[config.mk]
export PLATFORM = sky130hd
export DESIGN_NAME = condition_register_logic_unit
export DESIGN_NICKNAME = d
export VERILOG_FILES = /design/src/rtl/crlu_pkg.sv /design/src/rtl/crlu_exec.sv /design/src/rtl/condition_register_logic_unit.sv
export SDC_FILE = /design/constraint.sdc
export NUM_CORES = 1
export LEC_CHECK = 0
export BUFFER_PORTS_ARGS = -buffer_cell sky130_fd_sc_hd__buf_4
export CAP_MARGIN = 10
export CORE_ASPECT_RATIO = 0.7
export CORE_MARGIN = 5
export CORE_UTILIZATION = 45
export CTS_BUF_LIST = sky130_fd_sc_hd__clkbuf_8
export CTS_CLUSTER_DIAMETER = 40
export DETAILED_ROUTE_END_ITERATION = 10
export PLACE_DENSITY_LB_ADDON = 0.08
export SETUP_SLACK_MARGIN = 0.05
export SLEW_MARGIN = 0
export SYNTH_ARGS = -nofsm -noshare
export SYNTH_HDL_FRONTEND = slang
export SYNTH_SLANG_ARGS = --single-unit
export TNS_END_PERCENT = 10
[constraint.sdc]
create_clock -name clk -period 6.8 [get_ports clk]
set_input_delay 0.34 -clock clk [delete_from_list [all_inputs] [get_ports clk]]
set_output_delay 0.34 -clock clk [all_outputs]
set_load 0.03 [all_outputs]
[src/rtl/crlu_pkg.sv]
// ----------------------------------------------------------------------------
// crlu_pkg
// Types and constants shared by the condition register logic unit: the
// instruction codes and the transfer structs of the command and result sides.
// ----------------------------------------------------------------------------
package crlu_pkg;

    localparam int unsigned CR_W    = 32;
    localparam int unsigned BIT_W   = 5;
    localparam int unsigned FIELD_W = 3;
    localparam int unsigned MASK_W  = 8;
    localparam int unsigned XER_W   = 4;
    localparam int unsigned NIB_W   = 4;

    // instruction codes, the codes above ACT_MCRXR leave the register alone
    typedef enum logic [3:0] {
        ACT_AND   = 4'd0,
        ACT_ANDC  = 4'd1,
        ACT_EQV   = 4'd2,
        ACT_NAND  = 4'd3,
        ACT_NOR   = 4'd4,
        ACT_OR    = 4'd5,
        ACT_ORC   = 4'd6,
        ACT_XOR   = 4'd7,
        ACT_MCRF  = 4'd8,
        ACT_MTCRF = 4'd9,
        ACT_MFCR  = 4'd10,
        ACT_MCRXR = 4'd11
    } action_t;

    // one instruction
    typedef struct packed {
        action_t              action;
        logic [BIT_W-1:0]     bit_a;
        logic [BIT_W-1:0]     bit_b;
        logic [BIT_W-1:0]     bit_d;
        logic [FIELD_W-1:0]   field_src;
        logic [FIELD_W-1:0]   field_dst;
        logic [MASK_W-1:0]    field_mask;
        logic [CR_W-1:0]      gpr_value;
        logic [XER_W-1:0]     xer_flags;
    } cmd_t;

    // one result
    typedef struct packed {
        logic [CR_W-1:0]      cr_value;
        logic [CR_W-1:0]      gpr_result;
        logic                 gpr_write;
        logic                 xer_clear;
    } rsp_t;

endpackage

[src/rtl/crlu_exec.sv]
// ----------------------------------------------------------------------------
// crlu_exec
// Executes one condition register instruction against the current register
// value and forms the next register value and the result.
// ----------------------------------------------------------------------------
module crlu_exec (
    input  crlu_pkg::cmd_t              cmd,
    input  logic [crlu_pkg::CR_W-1:0]   cr,
    output logic [crlu_pkg::CR_W-1:0]   cr_next,
    output crlu_pkg::rsp_t              rsp
);

    logic                              bit_a_val;
    logic                              bit_b_val;
    logic                              bit_r;
    logic [crlu_pkg::BIT_W-1:0]        pos_a;
    logic [crlu_pkg::BIT_W-1:0]        pos_b;
    logic [crlu_pkg::BIT_W-1:0]        pos_d;
    logic [crlu_pkg::FIELD_W-1:0]      nib_src;
    logic [crlu_pkg::FIELD_W-1:0]      nib_dst;
    logic [crlu_pkg::NIB_W-1:0]        src_nib;
    logic [crlu_pkg::CR_W-1:0]         nib_mask;
    logic [crlu_pkg::CR_W-1:0]         bit_cr;
    logic [crlu_pkg::CR_W-1:0]         mcrf_cr;
    logic [crlu_pkg::CR_W-1:0]         mcrxr_cr;

    // bit n counts from the msb, so the value position is the complement
    assign pos_a   = ~cmd.bit_a;
    assign pos_b   = ~cmd.bit_b;
    assign pos_d   = ~cmd.bit_d;
    assign nib_src = ~cmd.field_src;
    assign nib_dst = ~cmd.field_dst;

    assign bit_a_val = cr[pos_a];
    assign bit_b_val = cr[pos_b];
    assign src_nib   = cr[{nib_src, 2'b00} +: crlu_pkg::NIB_W];

    // bit logic function
    always_comb
    begin
        unique case (cmd.action)
            crlu_pkg::ACT_AND:  bit_r = bit_a_val & bit_b_val;
            crlu_pkg::ACT_ANDC: bit_r = bit_a_val & ~bit_b_val;
            crlu_pkg::ACT_EQV:  bit_r = ~(bit_a_val ^ bit_b_val);
            crlu_pkg::ACT_NAND: bit_r = ~(bit_a_val & bit_b_val);
            crlu_pkg::ACT_NOR:  bit_r = ~(bit_a_val | bit_b_val);
            crlu_pkg::ACT_OR:   bit_r = bit_a_val | bit_b_val;
            crlu_pkg::ACT_ORC:  bit_r = bit_a_val | ~bit_b_val;
            default:            bit_r = bit_a_val ^ bit_b_val;
        endcase
    end

    // candidate register values for the bit and field writes
    always_comb
    begin
        bit_cr        = cr;
        bit_cr[pos_d] = bit_r;
        mcrf_cr       = cr;
        mcrf_cr[{nib_dst, 2'b00} +: crlu_pkg::NIB_W] = src_nib;
        mcrxr_cr      = cr;
        mcrxr_cr[{nib_dst, 2'b00} +: crlu_pkg::NIB_W] = cmd.xer_flags;
    end

    // expand the mtcrf nibble mask
    always_comb
    begin
        for (int i = 0; i < crlu_pkg::MASK_W; i++)
        begin
            nib_mask[5'(i * crlu_pkg::NIB_W) +: crlu_pkg::NIB_W] =
                {crlu_pkg::NIB_W{cmd.field_mask[3'(i)]}};
        end
    end

    // select the next register value and the side outputs
    always_comb
    begin
        cr_next        = cr;
        rsp.gpr_result = '0;
        rsp.gpr_write  = 1'b0;
        rsp.xer_clear  = 1'b0;
        unique case (cmd.action)
            crlu_pkg::ACT_AND,
            crlu_pkg::ACT_ANDC,
            crlu_pkg::ACT_EQV,
            crlu_pkg::ACT_NAND,
            crlu_pkg::ACT_NOR,
            crlu_pkg::ACT_OR,
            crlu_pkg::ACT_ORC,
            crlu_pkg::ACT_XOR:   cr_next = bit_cr;
            crlu_pkg::ACT_MCRF:  cr_next = mcrf_cr;
            crlu_pkg::ACT_MTCRF: cr_next = (cr & ~nib_mask) | (cmd.gpr_value & nib_mask);
            crlu_pkg::ACT_MFCR:
            begin
                rsp.gpr_result = cr;
                rsp.gpr_write  = 1'b1;
            end
            crlu_pkg::ACT_MCRXR:
            begin
                cr_next       = mcrxr_cr;
                rsp.xer_clear = 1'b1;
            end
            default:             cr_next = cr;
        endcase
        rsp.cr_value = cr_next;
    end

endmodule

[src/rtl/condition_register_logic_unit.sv]
// Path: a command transfer loads the command register; executing it loads
// the result register, from which the result transfer is made.
// Throughput: one command per cycle without rsp_stall; the condition register
// feeds back within the execute cycle, so dependent commands need no spacing.
// Reset: rst_n clears the condition register and both valid flags at once.
// ----------------------------------------------------------------------------
// condition_register_logic_unit
// Condition register unit: command register, execute logic with the
// condition register, and result register with valid/stall transfers.
// ----------------------------------------------------------------------------
module condition_register_logic_unit (
    input  logic            clk,
    input  logic            rst_n,
    input  logic            cmd_valid,
    output logic            cmd_stall,
    input  crlu_pkg::cmd_t  cmd,
    output logic            rsp_valid,
    input  logic            rsp_stall,
    output crlu_pkg::rsp_t  rsp
);

    logic                              stage_valid_reg;
    crlu_pkg::cmd_t                    stage_cmd_reg;
    logic [crlu_pkg::CR_W-1:0]         cr_reg;
    logic [crlu_pkg::CR_W-1:0]         cr_next;
    logic                              rsp_valid_reg;
    crlu_pkg::rsp_t                    rsp_reg;
    crlu_pkg::rsp_t                    rsp_next;
    logic                              advance;
    logic                              execute;

    // pipeline control: the result register takes a new value when free or draining
    assign advance   = ~rsp_valid_reg | ~rsp_stall;
    assign execute   = stage_valid_reg & advance;
    assign cmd_stall = stage_valid_reg & ~advance;

    // execute logic
    crlu_exec u_exec (
        .cmd     (stage_cmd_reg),
        .cr      (cr_reg),
        .cr_next (cr_next),
        .rsp     (rsp_next)
    );

    // command register
    always_ff @(posedge clk or negedge rst_n)
    begin
        if (!rst_n)
        begin
            stage_valid_reg <= 1'b0;
        end
        else if (!cmd_stall)
        begin
            stage_valid_reg <= cmd_valid;
        end
    end

    always_ff @(posedge clk)
    begin
        if (cmd_valid && !cmd_stall)
        begin
            stage_cmd_reg <= cmd;
        end
    end

    // condition register
    always_ff @(posedge clk or negedge rst_n)
    begin
        if (!rst_n)
        begin
            cr_reg <= '0;
        end
        else if (execute)
        begin
            cr_reg <= cr_next;
        end
    end

    // result register
    always_ff @(posedge clk or negedge rst_n)
    begin
        if (!rst_n)
        begin
            rsp_valid_reg <= 1'b0;
        end
        else if (advance)
        begin
            rsp_valid_reg <= stage_valid_reg;
        end
    end

    always_ff @(posedge clk)
    begin
        if (execute)
        begin
            rsp_reg <= rsp_next;
        end
    end

    assign rsp_valid = rsp_valid_reg;
    assign rsp       = rsp_reg;

`ifndef SYNTHESIS
    // a held result always shows the current condition register
    a_rsp_matches_cr: assert property (@(posedge clk) disable iff (!rst_n)
        rsp_valid_reg |-> rsp_reg.cr_value == cr_reg)
        else $error("result cr_value differs from condition register");

    // mfcr and mcrxr are exclusive
    a_side_exclusive: assert property (@(posedge clk) disable iff (!rst_n)
        rsp_valid_reg |-> !(rsp_reg.gpr_write && rsp_reg.xer_clear))
        else $error("gpr_write and xer_clear both set");

    // gpr result is zero unless written
    a_gpr_zero: assert property (@(posedge clk) disable iff (!rst_n)
        (rsp_valid_reg && !rsp_reg.gpr_write) |-> rsp_reg.gpr_result == '0)
        else $error("gpr_result nonzero without gpr_write");

    // the condition register only moves on an execute
    a_cr_hold: assert property (@(posedge clk) disable iff (!rst_n)
        !execute |=> $stable(cr_reg))
        else $error("condition register changed without execute");

    // the command side stalls only while holding a command
    a_stall_holds: assert property (@(posedge clk) disable iff (!rst_n)
        cmd_stall |-> stage_valid_reg && rsp_valid_reg)
        else $error("command stall without a held command");
`endif

endmodule
# Word-level counts from Yosys, hierarchy flattened
# Cells that the tools add are included.
# word_totals
ff_bits,165
output_inout_bits,68
word_cells,78
# op_classes
add_sub_neg,1
order_cmp,4
eq_ne,11
shifts,4
muxes,13
bitwise_logic,24
n_reduce_logical,5
# op_table
operator,n
$pmux 32 s4,1
$bwmux 32,3
$and 32x32->32,2
$shiftx 4x7->32,2
$not 32->32,1
$or 32x32->32,1
$shift 4x7->32 const A,1
$shiftx 32x6->4,1
$lt 5x6->1 const B,3
$eq 4x3->1 const B,4
$eq 4x4->1 const B,4
$not 5->5,3
$bmux 1 s5,2
$eq 4x2->1 const B,2
$reduce_or 8->1,1
$neg 5->7,1
$not 1->1,7
$pmux 1 s7,1
$not 3->3,2
$demux 1 s5,1
$ge 5x1->1 const B,1
$mux 1,5
$and 1x1->1,4
$eq 4x1->1 const B,1
5 further kinds,8

# Depth between registers and ports, before layout
# depth
word_depth,8
depth_mapped,13
depth_no_buf,11

# By module
# From an unflattened synthesis, not the netlist that was laid out.
# hier_totals
hier_cells,640
hier_area_um2,8524.4
# modules_own_cells
mod,instances,cells_each,area_each_um2
condition_register_logic_unit,1,210,5346.4
crlu_exec,1,430,3178.0

# Worst setup path after synthesis
# No wires, ideal clock.
# synth_timing
path_kind,register to register
from,reg rsp_valid_reg (netlist: rsp_valid)
to,"reg rsp_reg, in the netlist rsp[0], enable pin"
setup_ns,0.456
arrival_time_ns,3.171
required_ns,6.344
path_slack_ns,3.173
path_stages_with_launch,6
path_buffers,2
path_cell_list,dfrtp_1 > nand2_1 > nand2_1 > inv_1 > clkbuf_1 > clkbuf_1
# synth_between
elab_chain_len,3
# synth_lines
item,line_no,source
from (decl),condition_register_logic_unit.sv:26,logic rsp_valid_reg;
from (signal assigned),condition_register_logic_unit.sv:88,rsp_valid_reg <= stage_valid_reg;
$not 1->1,condition_register_logic_unit.sv:33,assign advance = ~rsp_valid_reg | ~rsp_stall;
$or 1x1->1,condition_register_logic_unit.sv:33,
$and 1x1->1,condition_register_logic_unit.sv:34,assign execute = stage_valid_reg & advance;
net execute,condition_register_logic_unit.sv:30,logic execute;
to (signal assigned),condition_register_logic_unit.sv:96,rsp_reg <= rsp_next;
to (decl),condition_register_logic_unit.sv:27,crlu_pkg::rsp_t rsp_reg;
# The timed path passes the listed nets, and every way through them passes these cells.
# A chain may end at the register's enable or synchronous reset.

# Worst setup path in the final report
# layout_timing
from,reg stage_cmd_reg[60] (netlist bit)
to,"reg rsp_reg, in the netlist rsp[40] (data pin)"
# layout_between
elab_chain_len,8
elab_cells_between_ends,14
classes_between,mux (5); bitwise (9)
# layout_lines
item,line_no,source
from (decl),condition_register_logic_unit.sv:23,crlu_pkg::cmd_t stage_cmd_reg;
from (signal assigned),condition_register_logic_unit.sv:62,stage_cmd_reg <= cmd;
$not 5->5 *,crlu_exec.sv:28,assign pos_a = ~cmd.bit_a;
$bmux 1 s5 *,crlu_exec.sv:34,assign bit_a_val = cr[pos_a];
$mux 1 (not written as such) *,crlu_exec.sv:34,
$or 1x1->1 (tied with other cells),"crlu_exec.sv:46, crlu_exec.sv:47",
"$not 1->1, on equally long branches","crlu_exec.sv:46, crlu_exec.sv:44, crlu_exec.sv:45",
$pmux 1 s7 *,crlu_exec.sv:41,unique case (cmd.action)
$bwmux 32 *,crlu_exec.sv:57,bit_cr[pos_d] = bit_r;
$pmux 32 s4 *,crlu_exec.sv:81,unique case (cmd.action)
"net cr_next, one bit",condition_register_logic_unit.sv:25,logic [crlu_pkg::CR_W-1:0] cr_next;
# The timed path passes the listed nets; every way through them passes the cells marked *. The select of a mux whose other input is x is not followed.

==> impl_metrics.py <==
metrics = {
    "layout": {
        "mostFrequentLayoutCell": "sky130_fd_sc_hd__buf_4",
        "synthToLayoutAreaGrowth_pct": 18.66,
        "final_stage_net_count": 869,
        "layout.cells.most_common_list": "sky130_fd_sc_hd__buf_4, sky130_fd_sc_hd__edfxtp_1, sky130_fd_sc_hd__nand2_1",
        "largest_register_ffs": 66,
        "final_layout_size_suffix_gt1_share_pct": 25.28,
        "diodes": 0,
        "instances_no_fill": 1034,
    },
    "worst_setup_path": {
        "worst-setup-path-type": "register to register",
        "timing.critical_path.cells": "mux4_2 -> mux4_2 -> mux2i_1 -> inv_1 -> ha_1 -> mux2i_1 -> o22ai_2 -> o21ai_2 -> nor3_2 -> a221oi_1 -> nand2_1",
        "cpMaxStageDelayCell": "sky130_fd_sc_hd__edfxtp_1",
        "critical_path.startpoint_type": "register",
        "worst-path-max-fanout": 12,
        "worst-r2r-setup-slack_ps": 2140,
        "worst_ep_required_time_ps": 7000,
        "critical-path-max-stage-delay_ps": 680,
        "worstPathBufferInverterCount": 1,
        "critPathArrivalTime_ps": 4850,
        "worst_setup_path_end_kind": "register",
        "critical_path.top_delay_family": "multiplexers",
    },
    "clock_tree": {
        "cts_tree": "built",
        "cts_sinks": 149,
        "cts_repair_resize_count": 0,
        "clk_root_buffer_cell": "sky130_fd_sc_hd__clkbuf_8",
        "clock_latency_ps": 470,
        "numCtsBuffers": 17,
        "ctsLongestPathBuffers": 2,
        "path_clk_slew_ps": 90,
        "ctsHtreeMaxLevel": 4,
        "cts_post_setup_buffers_inserted": 0,
    },
    "pwr": {
        "total_leakage_power_nw": 3.687,
        "p_per_area_mw_per_mm2": 278.1,
        "ir_worst_vdd_v": 0.0001250,
    },
    "worst_hold_path": {
        "kind_of_path_behind_the_tightest_hold_check": "input pin to register",
    },
    "floorplan": {
        "fp.coreArea_mm2": 0.01722,
        "floorplan.die.height_um": 121.0,
        "io-pin-count": 141,
        "die_width_um": 168.6,
        "std_cell_rows": 40,
        "design.die.area_mm2": 0.02039,
        "initial_util_pct": 46.00,
    },
    "timing": {
        "min_period_ps": 4659,
        "fin_crit_sh_pct": 68.52,
        "finalHoldViolCount": 0,
        "tightest_slew_ps": 996.6,
        "final.setup.tns_ps": 0,
        "setup_skew_after_layout_ps": 19.34,
        "clock.fmax_mhz": 214.6,
        "finalSetupViolCount": 0,
        "timing.slew.headroom_pct": 33.42,
        "slew_viol_final": 0,
        "grt_setup_unrepaired": "no",
    },
    "placement": {
        "port-buffer-count": 120,
        "place.detailed.instances": 1000,
        "place.detailed.hpwl_mm": 18.56,
        "gpl.final_weighted_congestion": 0.9407,
    },
    "synth": {
        "netlist-cell-type-count": 75,
        "ys_seq_area_share_pct": 54.35,
        "mean_cell_area_of_the_mapped_netlist_um2": 11.58,
        "synth-async-reset-ratio_pct": 22.82,
        "yosysWarnings": 0,
        "synth_edf_count": 115,
        "syn_inst": 684,
        "synth_nets": 763,
        "synth_ff_type": "sky130_fd_sc_hd__edfxtp_1",
        "synth-seq-cells": 149,
        "cell_area_after_synthesis_mm2": 0.007919,
    },
    "route": {
        "drt_pre_antenna_iters": 5,
        "antenna_left": 0,
        "detail_route.vias_per_cell": 6.140,
        "postRouteWirelength_mm": 26.01,
        "route.met2.wl_mm": 11.44,
        "drc": 0,
        "maxUsedRoutingLayer": "met4",
        "dr.first_iter.drc_count": 887,
        "detailroute.wirelength.met3_mm": 2.516,
        "number_of_vias_in_the_routed_layout": 6349,
        "wire_per_inst_um": 25.15,
        "met1_length_mm": 11.63,
    },
    "global_route": {
        "largest_net_degree_at_the_start_of_global_routing": 68,
        "grt_antenna_before_repair": 0,
        "globalRouteTotalUtil_pct": 25.65,
        "globalRoute.totalOverflow": 0,
        "grt_first_pass_wirelength_mm": 38.77,
        "number_of_global_route_vias_before_repair": 6165,
    },
    "flow_run": {
        "maxCapViolations": 0,
    },
    "outcome": {
        "run_status": "finished, final reports clean",
    },
}
==> path summary, 6_finish.rpt <==
path	depth (start not counted)	endpoint	start
setup / recovery	11	rsp[40]$_DFFE_PP_	stage_cmd_reg[60]$_DFFE_PP_
hold / removal	1	stage_cmd_reg[61]$_DFFE_PP_	cmd[61]
setup reg to reg	11	rsp[40]$_DFFE_PP_	stage_cmd_reg[60]$_DFFE_PP_
hold reg to reg	1	rsp_valid$_DFFE_PN0N_	stage_valid_reg$_DFFE_PN0N_
max in group asynchronous	2	cr_reg[29]$_DFFE_PN0P_	rst_n
min in group asynchronous	2	stage_valid_reg$_DFFE_PN0N_	rst_n
==> final cells by class <==
type                            count  area, um2
Clock inverter                     15      170.2
Sequential cell                   149       4304
Multi-Input combinational cell    486       3392
Fill cell                        1502       7820
Tap cell                          231      289.0
Clock buffer                       17      234.0
Inverter                            8      31.28
Timing Repair Buffer              128      975.9
==> worst reg2reg max path, stage by stage (launching register included) <==
cell,delay (ps)
sky130_fd_sc_hd__edfxtp_1,680
sky130_fd_sc_hd__mux4_2,570
sky130_fd_sc_hd__mux4_2,500
sky130_fd_sc_hd__mux2i_1,360
sky130_fd_sc_hd__inv_1,120
sky130_fd_sc_hd__ha_1,240
sky130_fd_sc_hd__mux2i_1,160
sky130_fd_sc_hd__o22ai_2,130
sky130_fd_sc_hd__o21ai_2,660
sky130_fd_sc_hd__nor3_2,250
sky130_fd_sc_hd__a221oi_1,590
sky130_fd_sc_hd__nand2_1,130
==> Yosys cell counts (all sizes together), types with 3 or more instances <==
cell	n	area (um2)
a211oi	3	22.52
a21oi	29	145.1
a221oi	7	61.31
a22oi	7	52.55
a311o	4	40.04
a311oi	4	35.03
a31oi	23	143.9
a32o	3	30.03
and2	37	231.5
and3	16	100.1
buf	13	88.83
clkbuf	28	105.1
dfrtp	34	850.8
edfxtp	115	3453
ha	6	75.07
inv	8	30.03
mux2	9	101.4
mux2i	26	260.3
mux4	20	450.4
nand2	58	217.7
nand2b	8	50.05
nand3	18	90.09
nand3b	3	22.52
nand4	5	31.28
nor2	56	210.2
nor2b	13	81.33
nor3	18	95.09
nor3b	4	30.03
nor4	9	62.56
nor4b	3	32.53
o211ai	3	22.52
o21a	8	61.31
o21ai	32	163.9
o22a	3	26.28
o22ai	6	43.79
o31ai	3	27.52
or2	4	25.03
or3	5	31.28
==> where the power goes <==
group | internal [W] | total (W) | switching [W] | leakage, nW
logic | 0.000259 | 0.000631 | 0.000372 | 1.94
registers | 0.00110 | 0.00128 | 0.000170 | 1.55
clock network | 0.000335 | 0.000707 | 0.000372 | 0.199
total | 0.00170 | 0.00261 | 0.000914 | 3.69
==> layer usage <==
metal	vias up	GRT usage, %
li1	2849	-
met1	3120	36.88
met2	346	38.01
met3	34	7.261
met4	0	7.552
met5	-	0
==> metrics by stage <==
step	area (um2)	hold WS (ps)	worst slack, ps	util [%]	power [W]
final	9397	44.68	2141	54.58	0.002613
after global routing	9397	10.30	1961	54.58	0.002725
after CTS	9376	17.41	2217	54.46	0.002617
after detailed placement	8962	345.0	2230	52.06	0.001912
after global placement	8962	337.9	2313	52.06	0.001900
after floorplan	7919	44.41	3173	-	0.001641
==> logic make-up after synthesis <==
| group | Yosys count | synth area share [%] |
|---|---|---|
| AND/OR/NAND/NOR | 264 | 17.44 |
| AO/OA/AOI/OAI | 160 | 14.06 |
| flip-flops | 149 | 54.35 |
| multiplexers | 55 | 10.25 |
| buffers and inverters | 49 | 2.828 |
| adder cells (fa/ha/maj) | 6 | 0.9480 |
| XOR/XNOR | 1 | 0.1106 |
==> repair_timing <==
action	CTS	global route
hold buffers	1	0
hold endpoints to repair	34	0
setup endpoints to repair	0	0
Power figures use the tool's default switching activity.
